`src/design/h264fu_pkg.sv`:
```
// types, constants and helpers for the h.264 fu-a rtp fragmenter
// no dependencies; used by h264_fua_rtp_fragmenter_unit

package h264fu_pkg;

  localparam logic [7:0]  FU_NRI_MASK   = 8'hE0;
  localparam logic [7:0]  FU_A_TYPE     = 8'd28;
  localparam logic [7:0]  FU_START_BIT  = 8'h80;
  localparam logic [7:0]  FU_END_BIT    = 8'h40;
  localparam logic [7:0]  FU_TYPE_MASK  = 8'h1F;

  localparam logic [15:0] MAX_PAYLOAD_RST   = 16'd1400;
  localparam logic [3:0]  HEADER_LENGTH_RST = 4'd12;
  localparam logic [15:0] MIN_PAYLOAD       = 16'd3;

  // configuration register indexes
  localparam logic REG_MAX_PAYLOAD   = 1'b0;
  localparam logic REG_HEADER_LENGTH = 1'b1;

  // which byte of a result bundle is on the output
  typedef enum logic [1:0] {
    PH_IND,
    PH_HDR,
    PH_DATA
  } phase_t;

  function automatic logic [15:0] sat16(input logic [16:0] v);
    sat16 = v[16] ? 16'hFFFF : v[15:0];
  endfunction

endpackage

```
`src/design/h264_fua_rtp_fragmenter_unit.sv`:
```
// h.264 nal to rtp payload fragmenter (single nal unit and fu-a packets)
// depends on h264fu_pkg
//
// usage: one nal byte per input transfer (in_valid / in_stall); nal size,
// timestamp and frame kind are sampled on the nal's first byte. each result
// transfer (out_valid / out_stall) carries one payload byte with packet start,
// end, size (header bytes included), marker, timestamp, kind and item_last.
// config writes (cfg_valid / cfg_ready, ready always high): index 0 is
// max_payload, index 1 header_length; both are latched at each nal's first
// byte.
// path: an input byte is held in the input register, then in the result bundle register.
// throughput: one result per cycle while out_stall is low. an input byte gives one result, the first
// byte of a fragmented nal two (fu indicator, fu header), and the first data
// byte of each later fragment three; the output side sets the pace, so such
// a byte holds the input until all its results have been taken.
// structure: input register, then single-pass packetizing logic into a result
// bundle register that is drained one byte per cycle (while out_stall is low) by a small phase counter.
// reset: no nal in progress, registers to 1400 and 12, both channels empty.
// a stall on the output holds the bundle; the input register still takes one
// more byte before in_stall rises.

module h264_fua_rtp_fragmenter_unit (
  input  logic        clk,
  input  logic        rst_n,
  input  logic        in_valid,
  output logic        in_stall,
  input  logic [7:0]  in_data_byte,
  input  logic [23:0] in_nal_size,
  input  logic [31:0] in_stamp,
  input  logic [7:0]  in_frame_kind,
  output logic        out_valid,
  input  logic        out_stall,
  output logic [7:0]  out_byte,
  output logic        out_packet_start,
  output logic        out_packet_end,
  output logic [15:0] out_packet_size,
  output logic        out_marker,
  output logic [31:0] out_stamp,
  output logic [7:0]  out_kind,
  output logic        out_item_last,
  input  logic        cfg_valid,
  output logic        cfg_ready,
  input  logic        cfg_index,
  input  logic [15:0] cfg_data
);

  // config
  logic [15:0] max_payload_r;
  logic [3:0]  header_length_r;

  // input register
  logic        in_valid_r;
  logic [7:0]  in_byte_r;
  logic [23:0] in_size_r;
  logic [31:0] in_stamp_r;
  logic [7:0]  in_kind_r;

  // nal state
  logic [23:0] nal_left_r, nal_left_nxt;
  logic [15:0] packet_left_r, packet_left_nxt;
  logic        fragment_mode_r, fragment_mode_nxt;
  logic [7:0]  fu_indicator_r, fu_indicator_nxt;
  logic [4:0]  fu_nal_type_r, fu_nal_type_nxt;
  logic        first_fragment_r, first_fragment_nxt;
  logic [31:0] held_stamp_r, held_stamp_nxt;
  logic [7:0]  held_kind_r, held_kind_nxt;
  logic [15:0] cur_size_r, cur_size_nxt;
  logic        cur_marker_r, cur_marker_nxt;
  logic [15:0] lim_r, lim_nxt;
  logic [3:0]  hdr_r, hdr_nxt;

  // result bundle
  logic                bnd_valid_r;
  logic                bnd_has_fu_r, bnd_has_fu_nxt;
  logic                bnd_has_data_r, bnd_has_data_nxt;
  logic                bnd_dstart_r, bnd_dstart_nxt;
  logic                bnd_dend_r, bnd_dend_nxt;
  logic [7:0]          bnd_ind_r;
  logic [7:0]          bnd_hb_r, bnd_hb_nxt;
  logic [7:0]          bnd_data_r;
  logic [15:0]         bnd_size_r;
  logic                bnd_marker_r;
  logic [31:0]         bnd_stamp_r;
  logic [7:0]          bnd_kind_r;
  h264fu_pkg::phase_t  phase_r, phase_nxt;

  logic move;
  logic in_xfer;
  logic out_xfer;
  logic last_phase;
  logic bnd_done;

  // single-pass datapath signals
  logic        start;
  logic [23:0] size24;
  logic [15:0] lim_new;
  logic [15:0] lim_use;
  logic [3:0]  hdr_use;
  logic [7:0]  ind_use;
  logic [4:0]  type_use;
  logic        first_use;
  logic [23:0] rest;
  logic [15:0] lim_m2;
  logic        of_final;
  logic [15:0] of_pl;
  logic [15:0] of_size;
  logic [7:0]  of_hb;
  logic [15:0] pl_base;

  assign cfg_ready = 1'b1;

  assign last_phase = (phase_r == h264fu_pkg::PH_DATA) ||
                      ((phase_r == h264fu_pkg::PH_HDR) && !bnd_has_data_r);
  assign out_xfer   = bnd_valid_r && !out_stall;
  assign bnd_done   = out_xfer && last_phase;
  assign move       = in_valid_r && (!bnd_valid_r || bnd_done);
  assign in_stall   = in_valid_r && !move;
  assign in_xfer    = in_valid && !in_stall;

  // open-fragment arithmetic, shared by nal start and fragment boundaries
  always_comb begin
    start     = (nal_left_r == 24'd0);
    size24    = (in_size_r == 24'd0) ? 24'd1 : in_size_r;
    lim_new   = (max_payload_r < h264fu_pkg::MIN_PAYLOAD) ? h264fu_pkg::MIN_PAYLOAD
                                                           : max_payload_r;
    lim_use   = start ? lim_new : lim_r;
    hdr_use   = start ? header_length_r : hdr_r;
    ind_use   = start ? ((in_byte_r & h264fu_pkg::FU_NRI_MASK) | h264fu_pkg::FU_A_TYPE)
                      : fu_indicator_r;
    type_use  = start ? in_byte_r[4:0] : fu_nal_type_r;
    first_use = start ? 1'b1 : first_fragment_r;
    rest      = start ? (size24 - 24'd1) : nal_left_r;
    lim_m2    = lim_use - 16'd2;
    of_final  = (rest <= {8'd0, lim_m2});
    of_pl     = of_final ? rest[15:0] : lim_m2;
    of_size   = of_final ? h264fu_pkg::sat16({13'd0, hdr_use} + 17'd2 + rest[16:0])
                         : h264fu_pkg::sat16({13'd0, hdr_use} + {1'b0, lim_use});
    of_hb     = {3'd0, type_use} |
                (first_use ? h264fu_pkg::FU_START_BIT : 8'd0) |
                (of_final ? h264fu_pkg::FU_END_BIT : 8'd0);
  end

  // next nal state and result bundle
  always_comb begin
    nal_left_nxt       = nal_left_r;
    packet_left_nxt    = packet_left_r;
    fragment_mode_nxt  = fragment_mode_r;
    fu_indicator_nxt   = fu_indicator_r;
    fu_nal_type_nxt    = fu_nal_type_r;
    first_fragment_nxt = first_fragment_r;
    held_stamp_nxt     = held_stamp_r;
    held_kind_nxt      = held_kind_r;
    cur_size_nxt       = cur_size_r;
    cur_marker_nxt     = cur_marker_r;
    lim_nxt            = lim_r;
    hdr_nxt            = hdr_r;
    bnd_has_fu_nxt     = 1'b0;
    bnd_has_data_nxt   = 1'b1;
    bnd_dstart_nxt     = 1'b0;
    bnd_dend_nxt       = 1'b0;
    bnd_hb_nxt         = of_hb;
    pl_base            = packet_left_r;
    if (start) begin
      held_stamp_nxt = in_stamp_r;
      held_kind_nxt  = in_kind_r;
      lim_nxt        = lim_new;
      hdr_nxt        = header_length_r;
      nal_left_nxt   = size24 - 24'd1;
      if (size24 <= {8'd0, lim_new}) begin
        fragment_mode_nxt = 1'b0;
        packet_left_nxt   = size24[15:0] - 16'd1;
        cur_size_nxt      = h264fu_pkg::sat16({1'b0, size24[15:0]} + {13'd0, header_length_r});
        cur_marker_nxt    = 1'b1;
        bnd_dstart_nxt    = 1'b1;
        bnd_dend_nxt      = (size24 == 24'd1);
      end else begin
        fragment_mode_nxt  = 1'b1;
        fu_indicator_nxt   = ind_use;
        fu_nal_type_nxt    = type_use;
        first_fragment_nxt = 1'b0;
        packet_left_nxt    = of_pl;
        cur_size_nxt       = of_size;
        cur_marker_nxt     = of_final;
        bnd_has_fu_nxt     = 1'b1;
        bnd_has_data_nxt   = 1'b0;
      end
    end else if (!fragment_mode_r) begin
      nal_left_nxt    = nal_left_r - 24'd1;
      packet_left_nxt = (packet_left_r == 16'd0) ? 16'd0 : packet_left_r - 16'd1;
      bnd_dend_nxt    = (packet_left_r <= 16'd1);
    end else begin
      if (packet_left_r == 16'd0) begin
        pl_base            = of_pl;
        cur_size_nxt       = of_size;
        cur_marker_nxt     = of_final;
        first_fragment_nxt = 1'b0;
        bnd_has_fu_nxt     = 1'b1;
      end
      nal_left_nxt    = nal_left_r - 24'd1;
      packet_left_nxt = pl_base - 16'd1;
      bnd_dend_nxt    = (pl_base == 16'd1);
    end
  end

  // output phase sequencing
  always_comb begin
    phase_nxt = phase_r;
    if (move) begin
      phase_nxt = bnd_has_fu_nxt ? h264fu_pkg::PH_IND : h264fu_pkg::PH_DATA;
    end else if (out_xfer) begin
      unique case (phase_r)
        h264fu_pkg::PH_IND:  phase_nxt = h264fu_pkg::PH_HDR;
        h264fu_pkg::PH_HDR:  phase_nxt = h264fu_pkg::PH_DATA;
        h264fu_pkg::PH_DATA: phase_nxt = h264fu_pkg::PH_DATA;
        default:             phase_nxt = h264fu_pkg::PH_DATA;
      endcase
    end
  end

  // output selection
  always_comb begin
    out_valid        = bnd_valid_r;
    out_packet_size  = bnd_size_r;
    out_marker       = bnd_marker_r;
    out_stamp        = bnd_stamp_r;
    out_kind         = bnd_kind_r;
    out_item_last    = last_phase;
    unique case (phase_r)
      h264fu_pkg::PH_IND: begin
        out_byte         = bnd_ind_r;
        out_packet_start = 1'b1;
        out_packet_end   = 1'b0;
      end
      h264fu_pkg::PH_HDR: begin
        out_byte         = bnd_hb_r;
        out_packet_start = 1'b0;
        out_packet_end   = 1'b0;
      end
      h264fu_pkg::PH_DATA: begin
        out_byte         = bnd_data_r;
        out_packet_start = bnd_dstart_r;
        out_packet_end   = bnd_dend_r;
      end
      default: begin
        out_byte         = bnd_data_r;
        out_packet_start = 1'b0;
        out_packet_end   = 1'b0;
      end
    endcase
  end

  // control registers
  always_ff @(posedge clk) begin
    if (!rst_n) begin
      max_payload_r    <= h264fu_pkg::MAX_PAYLOAD_RST;
      header_length_r  <= h264fu_pkg::HEADER_LENGTH_RST;
      in_valid_r       <= 1'b0;
      bnd_valid_r      <= 1'b0;
      phase_r          <= h264fu_pkg::PH_DATA;
      nal_left_r       <= 24'd0;
      packet_left_r    <= 16'd0;
      fragment_mode_r  <= 1'b0;
      first_fragment_r <= 1'b0;
    end else begin
      if (cfg_valid && cfg_ready) begin
        unique case (cfg_index)
          h264fu_pkg::REG_MAX_PAYLOAD:   max_payload_r   <= cfg_data;
          h264fu_pkg::REG_HEADER_LENGTH: header_length_r <= cfg_data[3:0];
          default: ;
        endcase
      end
      if (in_xfer) begin
        in_valid_r <= 1'b1;
      end else if (move) begin
        in_valid_r <= 1'b0;
      end
      if (move) begin
        bnd_valid_r <= 1'b1;
      end else if (bnd_done) begin
        bnd_valid_r <= 1'b0;
      end
      phase_r <= phase_nxt;
      if (move) begin
        nal_left_r       <= nal_left_nxt;
        packet_left_r    <= packet_left_nxt;
        fragment_mode_r  <= fragment_mode_nxt;
        first_fragment_r <= first_fragment_nxt;
      end
    end
  end

  // payload registers
  always_ff @(posedge clk) begin
    if (in_xfer) begin
      in_byte_r  <= in_data_byte;
      in_size_r  <= in_nal_size;
      in_stamp_r <= in_stamp;
      in_kind_r  <= in_frame_kind;
    end
    if (move) begin
      fu_indicator_r <= fu_indicator_nxt;
      fu_nal_type_r  <= fu_nal_type_nxt;
      held_stamp_r   <= held_stamp_nxt;
      held_kind_r    <= held_kind_nxt;
      cur_size_r     <= cur_size_nxt;
      cur_marker_r   <= cur_marker_nxt;
      lim_r          <= lim_nxt;
      hdr_r          <= hdr_nxt;
      bnd_has_fu_r   <= bnd_has_fu_nxt;
      bnd_has_data_r <= bnd_has_data_nxt;
      bnd_dstart_r   <= bnd_dstart_nxt;
      bnd_dend_r     <= bnd_dend_nxt;
      bnd_ind_r      <= ind_use;
      bnd_hb_r       <= bnd_hb_nxt;
      bnd_data_r     <= in_byte_r;
      bnd_size_r     <= cur_size_nxt;
      bnd_marker_r   <= cur_marker_nxt;
      bnd_stamp_r    <= held_stamp_nxt;
      bnd_kind_r     <= held_kind_nxt;
    end
  end

`ifndef SYNTHESIS
  // packet byte count is empty whenever the nal byte count has run out
  a_left_align: assert property (@(posedge clk) disable iff (!rst_n)
    (nal_left_r == 24'd0) |-> (packet_left_r == 16'd0))
    else $error("packet bytes left at nal end");

  // fu indicator transfer is always followed by the fu header
  a_ind_then_hdr: assert property (@(posedge clk) disable iff (!rst_n)
    (out_xfer && (phase_r == h264fu_pkg::PH_IND)) |=>
      (out_valid && (phase_r == h264fu_pkg::PH_HDR)))
    else $error("fu header missing after indicator");

  // fu indicator carries type 28
  a_ind_type: assert property (@(posedge clk) disable iff (!rst_n)
    (out_valid && (phase_r == h264fu_pkg::PH_IND)) |->
      (out_byte[4:0] == h264fu_pkg::FU_A_TYPE[4:0]))
    else $error("bad fu indicator type");

  // every packet holds at least one payload byte beyond its header
  a_size_min: assert property (@(posedge clk) disable iff (!rst_n)
    out_valid |-> (out_packet_size > {12'd0, hdr_r}))
    else $error("packet size too small");

  // input stalls only while the input register is occupied
  a_stall_src: assert property (@(posedge clk) disable iff (!rst_n)
    !in_valid_r |-> !in_stall)
    else $error("stall with empty input register");
`endif

endmodule
```
`config.mk`:
```
export PLATFORM = sky130hd
export DESIGN_NAME = h264_fua_rtp_fragmenter_unit
export DESIGN_NICKNAME = d
export VERILOG_FILES = /design/src/design/h264fu_pkg.sv /design/src/design/h264_fua_rtp_fragmenter_unit.sv
export SDC_FILE = /design/constraint.sdc
export NUM_CORES = 1
export LEC_CHECK = 0
export ABC_AREA = 1
export BUFFER_PORTS_ARGS = -buffer_cell sky130_fd_sc_hd__buf_2
export CAP_MARGIN = 25
export CORE_ASPECT_RATIO = 0.75
export CORE_MARGIN = 4
export CORE_UTILIZATION = 40
export DETAILED_ROUTE_END_ITERATION = 16
export SLEW_MARGIN = 40
export SYNTH_ARGS = -nofsm -noshare
export SYNTH_HDL_FRONTEND = slang
export SYNTH_SLANG_ARGS = --single-unit
```
`constraint.sdc`:
```
create_clock -name clk -period 7.1 [get_ports clk]
set_clock_uncertainty 0.2 [all_clocks]
set_input_delay 1.42 -clock clk [delete_from_list [all_inputs] [get_ports clk]]
set_output_delay 1.42 -clock clk [all_outputs]
set_load 0.01 [all_outputs]
```
Word-level counts from Yosys, hierarchy flattened
Cells that the tools add are included.
{ "classes": {"n_addsub": 10, "n_lt_le_gt_ge": 4, "n_mux": 56, "eq_ne": 5, "n_bitwise": 4, "reduce_logical": 28} }
{ "ops": {"columns": ["operator", "count"], "rows": [
  ["two-way mux 16 bit", 18],
  ["two-way mux 24 bit", 3],
  ["less-or-equal comparator 24 x 16 -> 1 bit", 2],
  ["logical NOT 24 bit", 2],
  ["subtractor 16 x 1 -> 16 bit (second input constant)", 3],
  ["subtractor 24 x 1 -> 24 bit (second input constant)", 2],
  ["two-way mux 32 bit", 1],
  ["equality test 24 x 1 -> 1 bit (second input constant)", 1],
  ["two-way mux 8 bit", 3],
  ["two-way mux 1 bit", 22],
  ["adder 16 x 4 -> 17 bit", 1],
  ["adder 4 x 16 -> 17 bit", 1],
  ["adder 5 x 17 -> 17 bit", 1],
  ["equality test 16 x 1 -> 1 bit (second input constant)", 1],
  ["less-or-equal comparator 16 x 1 -> 1 bit (second input constant)", 1],
  ["logical NOT 16 bit", 1],
  ["less-than comparator 16 x 2 -> 1 bit (second input constant)", 1],
  ["case mux 8 bit (2 select lines)", 1],
  ["subtractor 16 x 2 -> 16 bit (second input constant)", 1],
  ["nonzero test 2 bit", 5],
  ["two-way mux 2 bit", 4],
  ["bitwise OR 5 x 8 -> 8 bit", 1],
  ["bitwise OR 8 x 7 -> 8 bit", 1],
  ["two-way mux 7 bit", 1],
  ["15 further kinds", 29]
]} }
{ "word_totals": {"input_bits": 94, "reg_bits": 255} }

Logic depth before layout (Yosys ltp)
{ "logic_depth": {"ltp_word": 12, "mapped_depth": 39} }

Least setup slack after synthesis
No wires, ideal clock.
{ "synth_timing": {"kind": "input-to-reg", "startpoint": "input port out_stall", "endpoint": "register fu_indicator_r[0] (enable)", "cell_stages": 7, "t_arrival_ns": 4.570, "setup_slack_ns": 1.946, "setup_ns": 0.384, "path_cell_list": "inv_1 -> a21oi_1 -> nor2_1 -> inv_2 -> nor2_1 -> inv_1 -> nor2_1"} }
{ "synth_between": {"elab_chain_cells": 6} }
{ "synth_rtl": {"columns": ["item", "line", "text"], "rows": [
  ["start: declaration", "h264_fua_rtp_fragmenter_unit.sv:32", "input logic out_stall,"],
  ["logical NOT 1 bit", "h264_fua_rtp_fragmenter_unit.sv:114", "assign out_xfer = bnd_valid_r && !out_stall;"],
  ["logical AND 1 bit", "h264_fua_rtp_fragmenter_unit.sv:114", null],
  ["logical AND 1 bit", "h264_fua_rtp_fragmenter_unit.sv:115", "assign bnd_done = out_xfer && last_phase;"],
  ["logical OR 1 bit", "h264_fua_rtp_fragmenter_unit.sv:116", "assign move = in_valid_r && (!bnd_valid_r || bnd_done);"],
  ["logical AND 1 bit", "h264_fua_rtp_fragmenter_unit.sv:116", null],
  ["AND reduction 3 bit (no line)", null, null],
  ["end signal: assignment", "h264_fua_rtp_fragmenter_unit.sv:301", "fu_indicator_r <= fu_indicator_nxt;"],
  ["end: declaration", "h264_fua_rtp_fragmenter_unit.sv:62", "logic [7:0] fu_indicator_r, fu_indicator_nxt;"]
]} }
Every way passes these cells.
A chain may end at the register's enable or synchronous reset.

Final worst setup path
{ "layout_timing": {"startpoint": "register nal_left_r[0]", "endpoint": "register packet_left_r[2]"} }
{ "layout_between": {"elab_chain_cells": 11, "elab_cells_between_ends": 13, "cone_classes": "2 x add/sub; 1 x order compare; 9 x mux; 1 x reduce/logical"} }
{ "layout_rtl": {"columns": ["item", "line", "text"], "rows": [
  ["start: declaration", "h264_fua_rtp_fragmenter_unit.sv:59", "logic [23:0] nal_left_r, nal_left_nxt;"],
  ["start signal: assignment", "h264_fua_rtp_fragmenter_unit.sv:284", "nal_left_r <= nal_left_nxt;"],
  ["logical NOT 24 bit", "h264_fua_rtp_fragmenter_unit.sv:122", "start = (nal_left_r == 24'd0);"],
  ["two-way mux 16 bit", null, null],
  ["subtractor 16 x 2 -> 16 bit", "h264_fua_rtp_fragmenter_unit.sv:133", "lim_m2 = lim_use - 16'd2;"],
  ["less-or-equal comparator 24 x 16 -> 1 bit", "h264_fua_rtp_fragmenter_unit.sv:134", "of_final = (rest <= {8'd0, lim_m2});"],
  ["two-way mux 16 bit", "h264_fua_rtp_fragmenter_unit.sv:135", "of_pl = of_final ? rest[15:0] : lim_m2;"],
  ["two-way mux 16 bit", "h264_fua_rtp_fragmenter_unit.sv:192", "if (packet_left_r == 16'd0) begin"],
  ["two-way mux 16 bit", "h264_fua_rtp_fragmenter_unit.sv:187", "end else if (!fragment_mode_r) begin"],
  ["two-way mux 16 bit", "h264_fua_rtp_fragmenter_unit.sv:163", "if (start) begin"],
  ["subtractor 16 x 1 -> 16 bit", "h264_fua_rtp_fragmenter_unit.sv:200", "packet_left_nxt = pl_base - 16'd1;"],
  ["two-way mux 16 bit", "h264_fua_rtp_fragmenter_unit.sv:187", null],
  ["two-way mux 16 bit (*)", "h264_fua_rtp_fragmenter_unit.sv:163", null],
  ["end signal: assignment", "h264_fua_rtp_fragmenter_unit.sv:285", "packet_left_r <= packet_left_nxt;"],
  ["end: declaration", "h264_fua_rtp_fragmenter_unit.sv:60", "logic [15:0] packet_left_r, packet_left_nxt;"]
]} }
Mark *: on every way between the ends. The rest lies on a longest branch, timed or not. The select of a mux whose other input is x is not followed.

==> impl_results.md <==
* Final Cell Area at roughly 17,000 um^2
* Max incr delay on CP at about 0.38 ns
* Worst Path Class, Setup: reg2reg
* # H-tree levels at 1
* Worst IR Drop VDD at 0.000223 V
* Tmin final at between 6 and 7 ns
* DRC viols at 0
* Final antenna-violating net count at 0
* Cell taking the most area after synthesis: edfxtp_1
* MaxCap Viol Count at 0
* Pwr Total at ~0.0046 W
* Unrepaired setup endpoints after global routing: false
* Layout Area Growth over Synthesis at 14.9%
* Global-route wire length before repair at just over 70,000 um
* CTS clock-pin slew for the worst setup and hold paths at around 0.060 ns
* Post-DP Area at ~16,000 um^2
* Max clock buf depth at 3
* Dominant synthesized flop cell: edfxtp_1
* Vias per cell at 5.42
* Synth cell count leaders: nand2_1, inv_1, edfxtp_1
* CP bufs+invs at 4
* Worst-Margin Slew at roughly 0.76 ns
* Fmax at roughly 0.16 GHz
* Ys async rst share at 0%
* Synth warn at 0
* Reg2Reg Setup Slack at about 0.77 ns
* Clock Latency Late Sink at between 0.5 and 0.6 ns
* Port Buf Inserts at approximately 160
* Synthesized area per cell at 8.48 um^2
* CTS tree: yes
* HP Class: reg2reg
* Gpl congestion at 0.967
* GR Overflow Total at 0
* Slew Viols, Final at 0
* Req. time, crit path at 7.38 ns
* Hold Violations, Final at 0
* Mapped Cells at between 1,500 and 2,000
* Iter 0 DRT Violations at between 1,000 and 1,500
* Antenna Cells at 0
* # setup viols final at 0
* Site Rows at 60
* Initial antenna violation count at 1
* Count leader, synth: nand2_1
* Io pins at around 170
* Area of the die at around 40,000 um^2
* Die Y-Extent at around 170 um
* Synth Cell Area at about 15,000 um^2
* Largest delay contributor family on the critical path: simple AND/OR/NAND/NOR gates
* Root Driver: clkbuf_16
* Hpwl dp at around 35,000 um
* Status: complete, no violations
* Worst setup EP type: flip-flop
* CP max FO at 27
* Die Width at between 200 and 250 um
* Number of global-route vias before repair at 12,100
* Sum of negative setup slack at 0 ns
* Share of cells above drive strength 1 at between 10% and 20%
* Seq/Total Area, Yosys at a little under half
* Detailed Routing Iterations Pass 1 at 6
* Netlist cell types at just over 60
* Post-synth EDFFs at between 150 and 200
* Routed len/inst at a little under 20 um
* P per Cell Area at between 200 and 300 nW/um^2
* Starting density of the core at around 40%
* Rel. slew slack at 49.1%
* Startpoint Class: flip-flop
* CTS sink count at ~250
* Leakage at roughly 7.2 nW
* Most used cell, CP: nand2_1
* Post-synth top area share at just under 40%
* Setup Buffers After CTS at 0
* Crit share post-route at 89.2%
* WL final at roughly 46,000 um
* Critical Path AT at 6.61 ns
* Critical path's slowest cell: o21ai_1
* Post-Syn Nets at roughly 1,900
* NumNets Final at slightly above 2,000
* CTS Buf Count at 27
* Largest net degree at the start of global routing at between 70 and 80
* Area contributors post-synth: edfxtp_1, nand2_1, dfxtp_1
* Hold buffer count at cts at 0
* Synth Register Bits at between 200 and 300
* Core area at 36,000 um^2
* Vias at 12,800
* Resized cells post-CTS at 0
* GRT Overall Usage at 22.5%
## flip-flops by register name (all words and copies together) (netlist names), 2 cells and up
signal / flops
max_payload_r: 16
out_packet_size: 16
in_kind_r: 8
lim_r: 16
header_length_r: 4
fu_indicator_r: 8
phase_r: 2
in_byte_r: 8
out_stamp: 32
packet_left_r: 16
hdr_r: 4
bnd_data_r: 8
fu_nal_type_r: 5
bnd_hb_r: 7
nal_left_r: 24
bnd_ind_r: 8
in_stamp_r: 32
in_size_r: 24
out_kind: 8
## area by class of cell
cell class / count / area (um^2)
well taps: 465 / 582
clock buffers: 40 / 764
flip-flops and latches: 253 / 6950
multi-input cells: 1191 / 6640
fillers: 3501 / 19200
clock inverters: 10 / 123
inverters: 226 / 851
repair buffers: 181 / 957
## final timing paths
check	cells past startpoint	from	endpoint
setup reg to reg	30	nal_left_r[0]$_SDFFE_PN0P_	packet_left_r[2]$_SDFFE_PN0P_
setup / recovery	30	nal_left_r[0]$_SDFFE_PN0P_	packet_left_r[2]$_SDFFE_PN0P_
hold / removal	0	in_stamp_r[1]$_DFFE_PP_	out_stamp[1]$_DFFE_PP_
hold reg to reg	0	in_stamp_r[1]$_DFFE_PP_	out_stamp[1]$_DFFE_PP_
## cells in the final DEF (no fill, tap or decap), drive strengths merged, types with 2 or more instances in the layout
cell / synthesis / layout
xnor2: 9 / 9
nand2: 385 / 385
o22ai: 6 / 6
nor2: 205 / 205
inv: 224 / 225
o21bai: 2 / 2
a211o: 2 / 2
a21oi: 97 / 97
or2: 6 / 6
a211oi: 13 / 13
bufinv: 0 / 2
nand3: 126 / 126
dfxtp: 65 / 65
edfxtp: 188 / 188
a221oi: 15 / 15
nand4: 21 / 21
o221ai: 10 / 10
clkinv: 2 / 8
nor3: 35 / 35
o211ai: 13 / 13
o32ai: 2 / 2
fa: 3 / 3
xor2: 55 / 55
clkbuf: 43 / 40
buf: 17 / 181
o21ai: 91 / 91
ha: 57 / 57
nor4: 5 / 5
o31ai: 4 / 4
a31oi: 14 / 14
o21a: 2 / 2
## metal layers
layer	global-route usage, %	up-vias	wire length [um]
met5	0	-	7
met4	4.46	2	807
met3	4.76	53	4280
met2	32.6	560	18700
met1	34.7	6053	21700
li1	-	6145	-
## metrics by stage
stage                     utilization, %  hold WS (ns)  instances  setup WS [ns]
after floorplan                        -         0.200       1730           1.95
after global placement              44.3         0.201       2316          0.759
after detailed placement            44.3         0.205       2316          0.707
after CTS                           46.8         0.217       2366          0.692
after global routing                46.8         0.220       2366          0.155
final                               46.8         0.213       2366          0.765
## report_power, final
group          internal, W  leakage (nW)  switching [W]
logic             0.000439          4.51       0.000983
clock network     0.000822         0.430       0.000603
registers          0.00169          2.28      0.0000604
## kinds of logic after synthesis
group	count (synthesis)	synth area share, %
AO/OA/AOI/OAI	280	11.5
XOR/XNOR	64	3.82
adder cells (fa/ha/maj)	60	5.27
buffers and inverters	286	7.72
flip-flops	253	47.3
other	1	0.0256
AND/OR/NAND/NOR	786	24.3
Note: power is estimated with default switching activity, not from simulation.
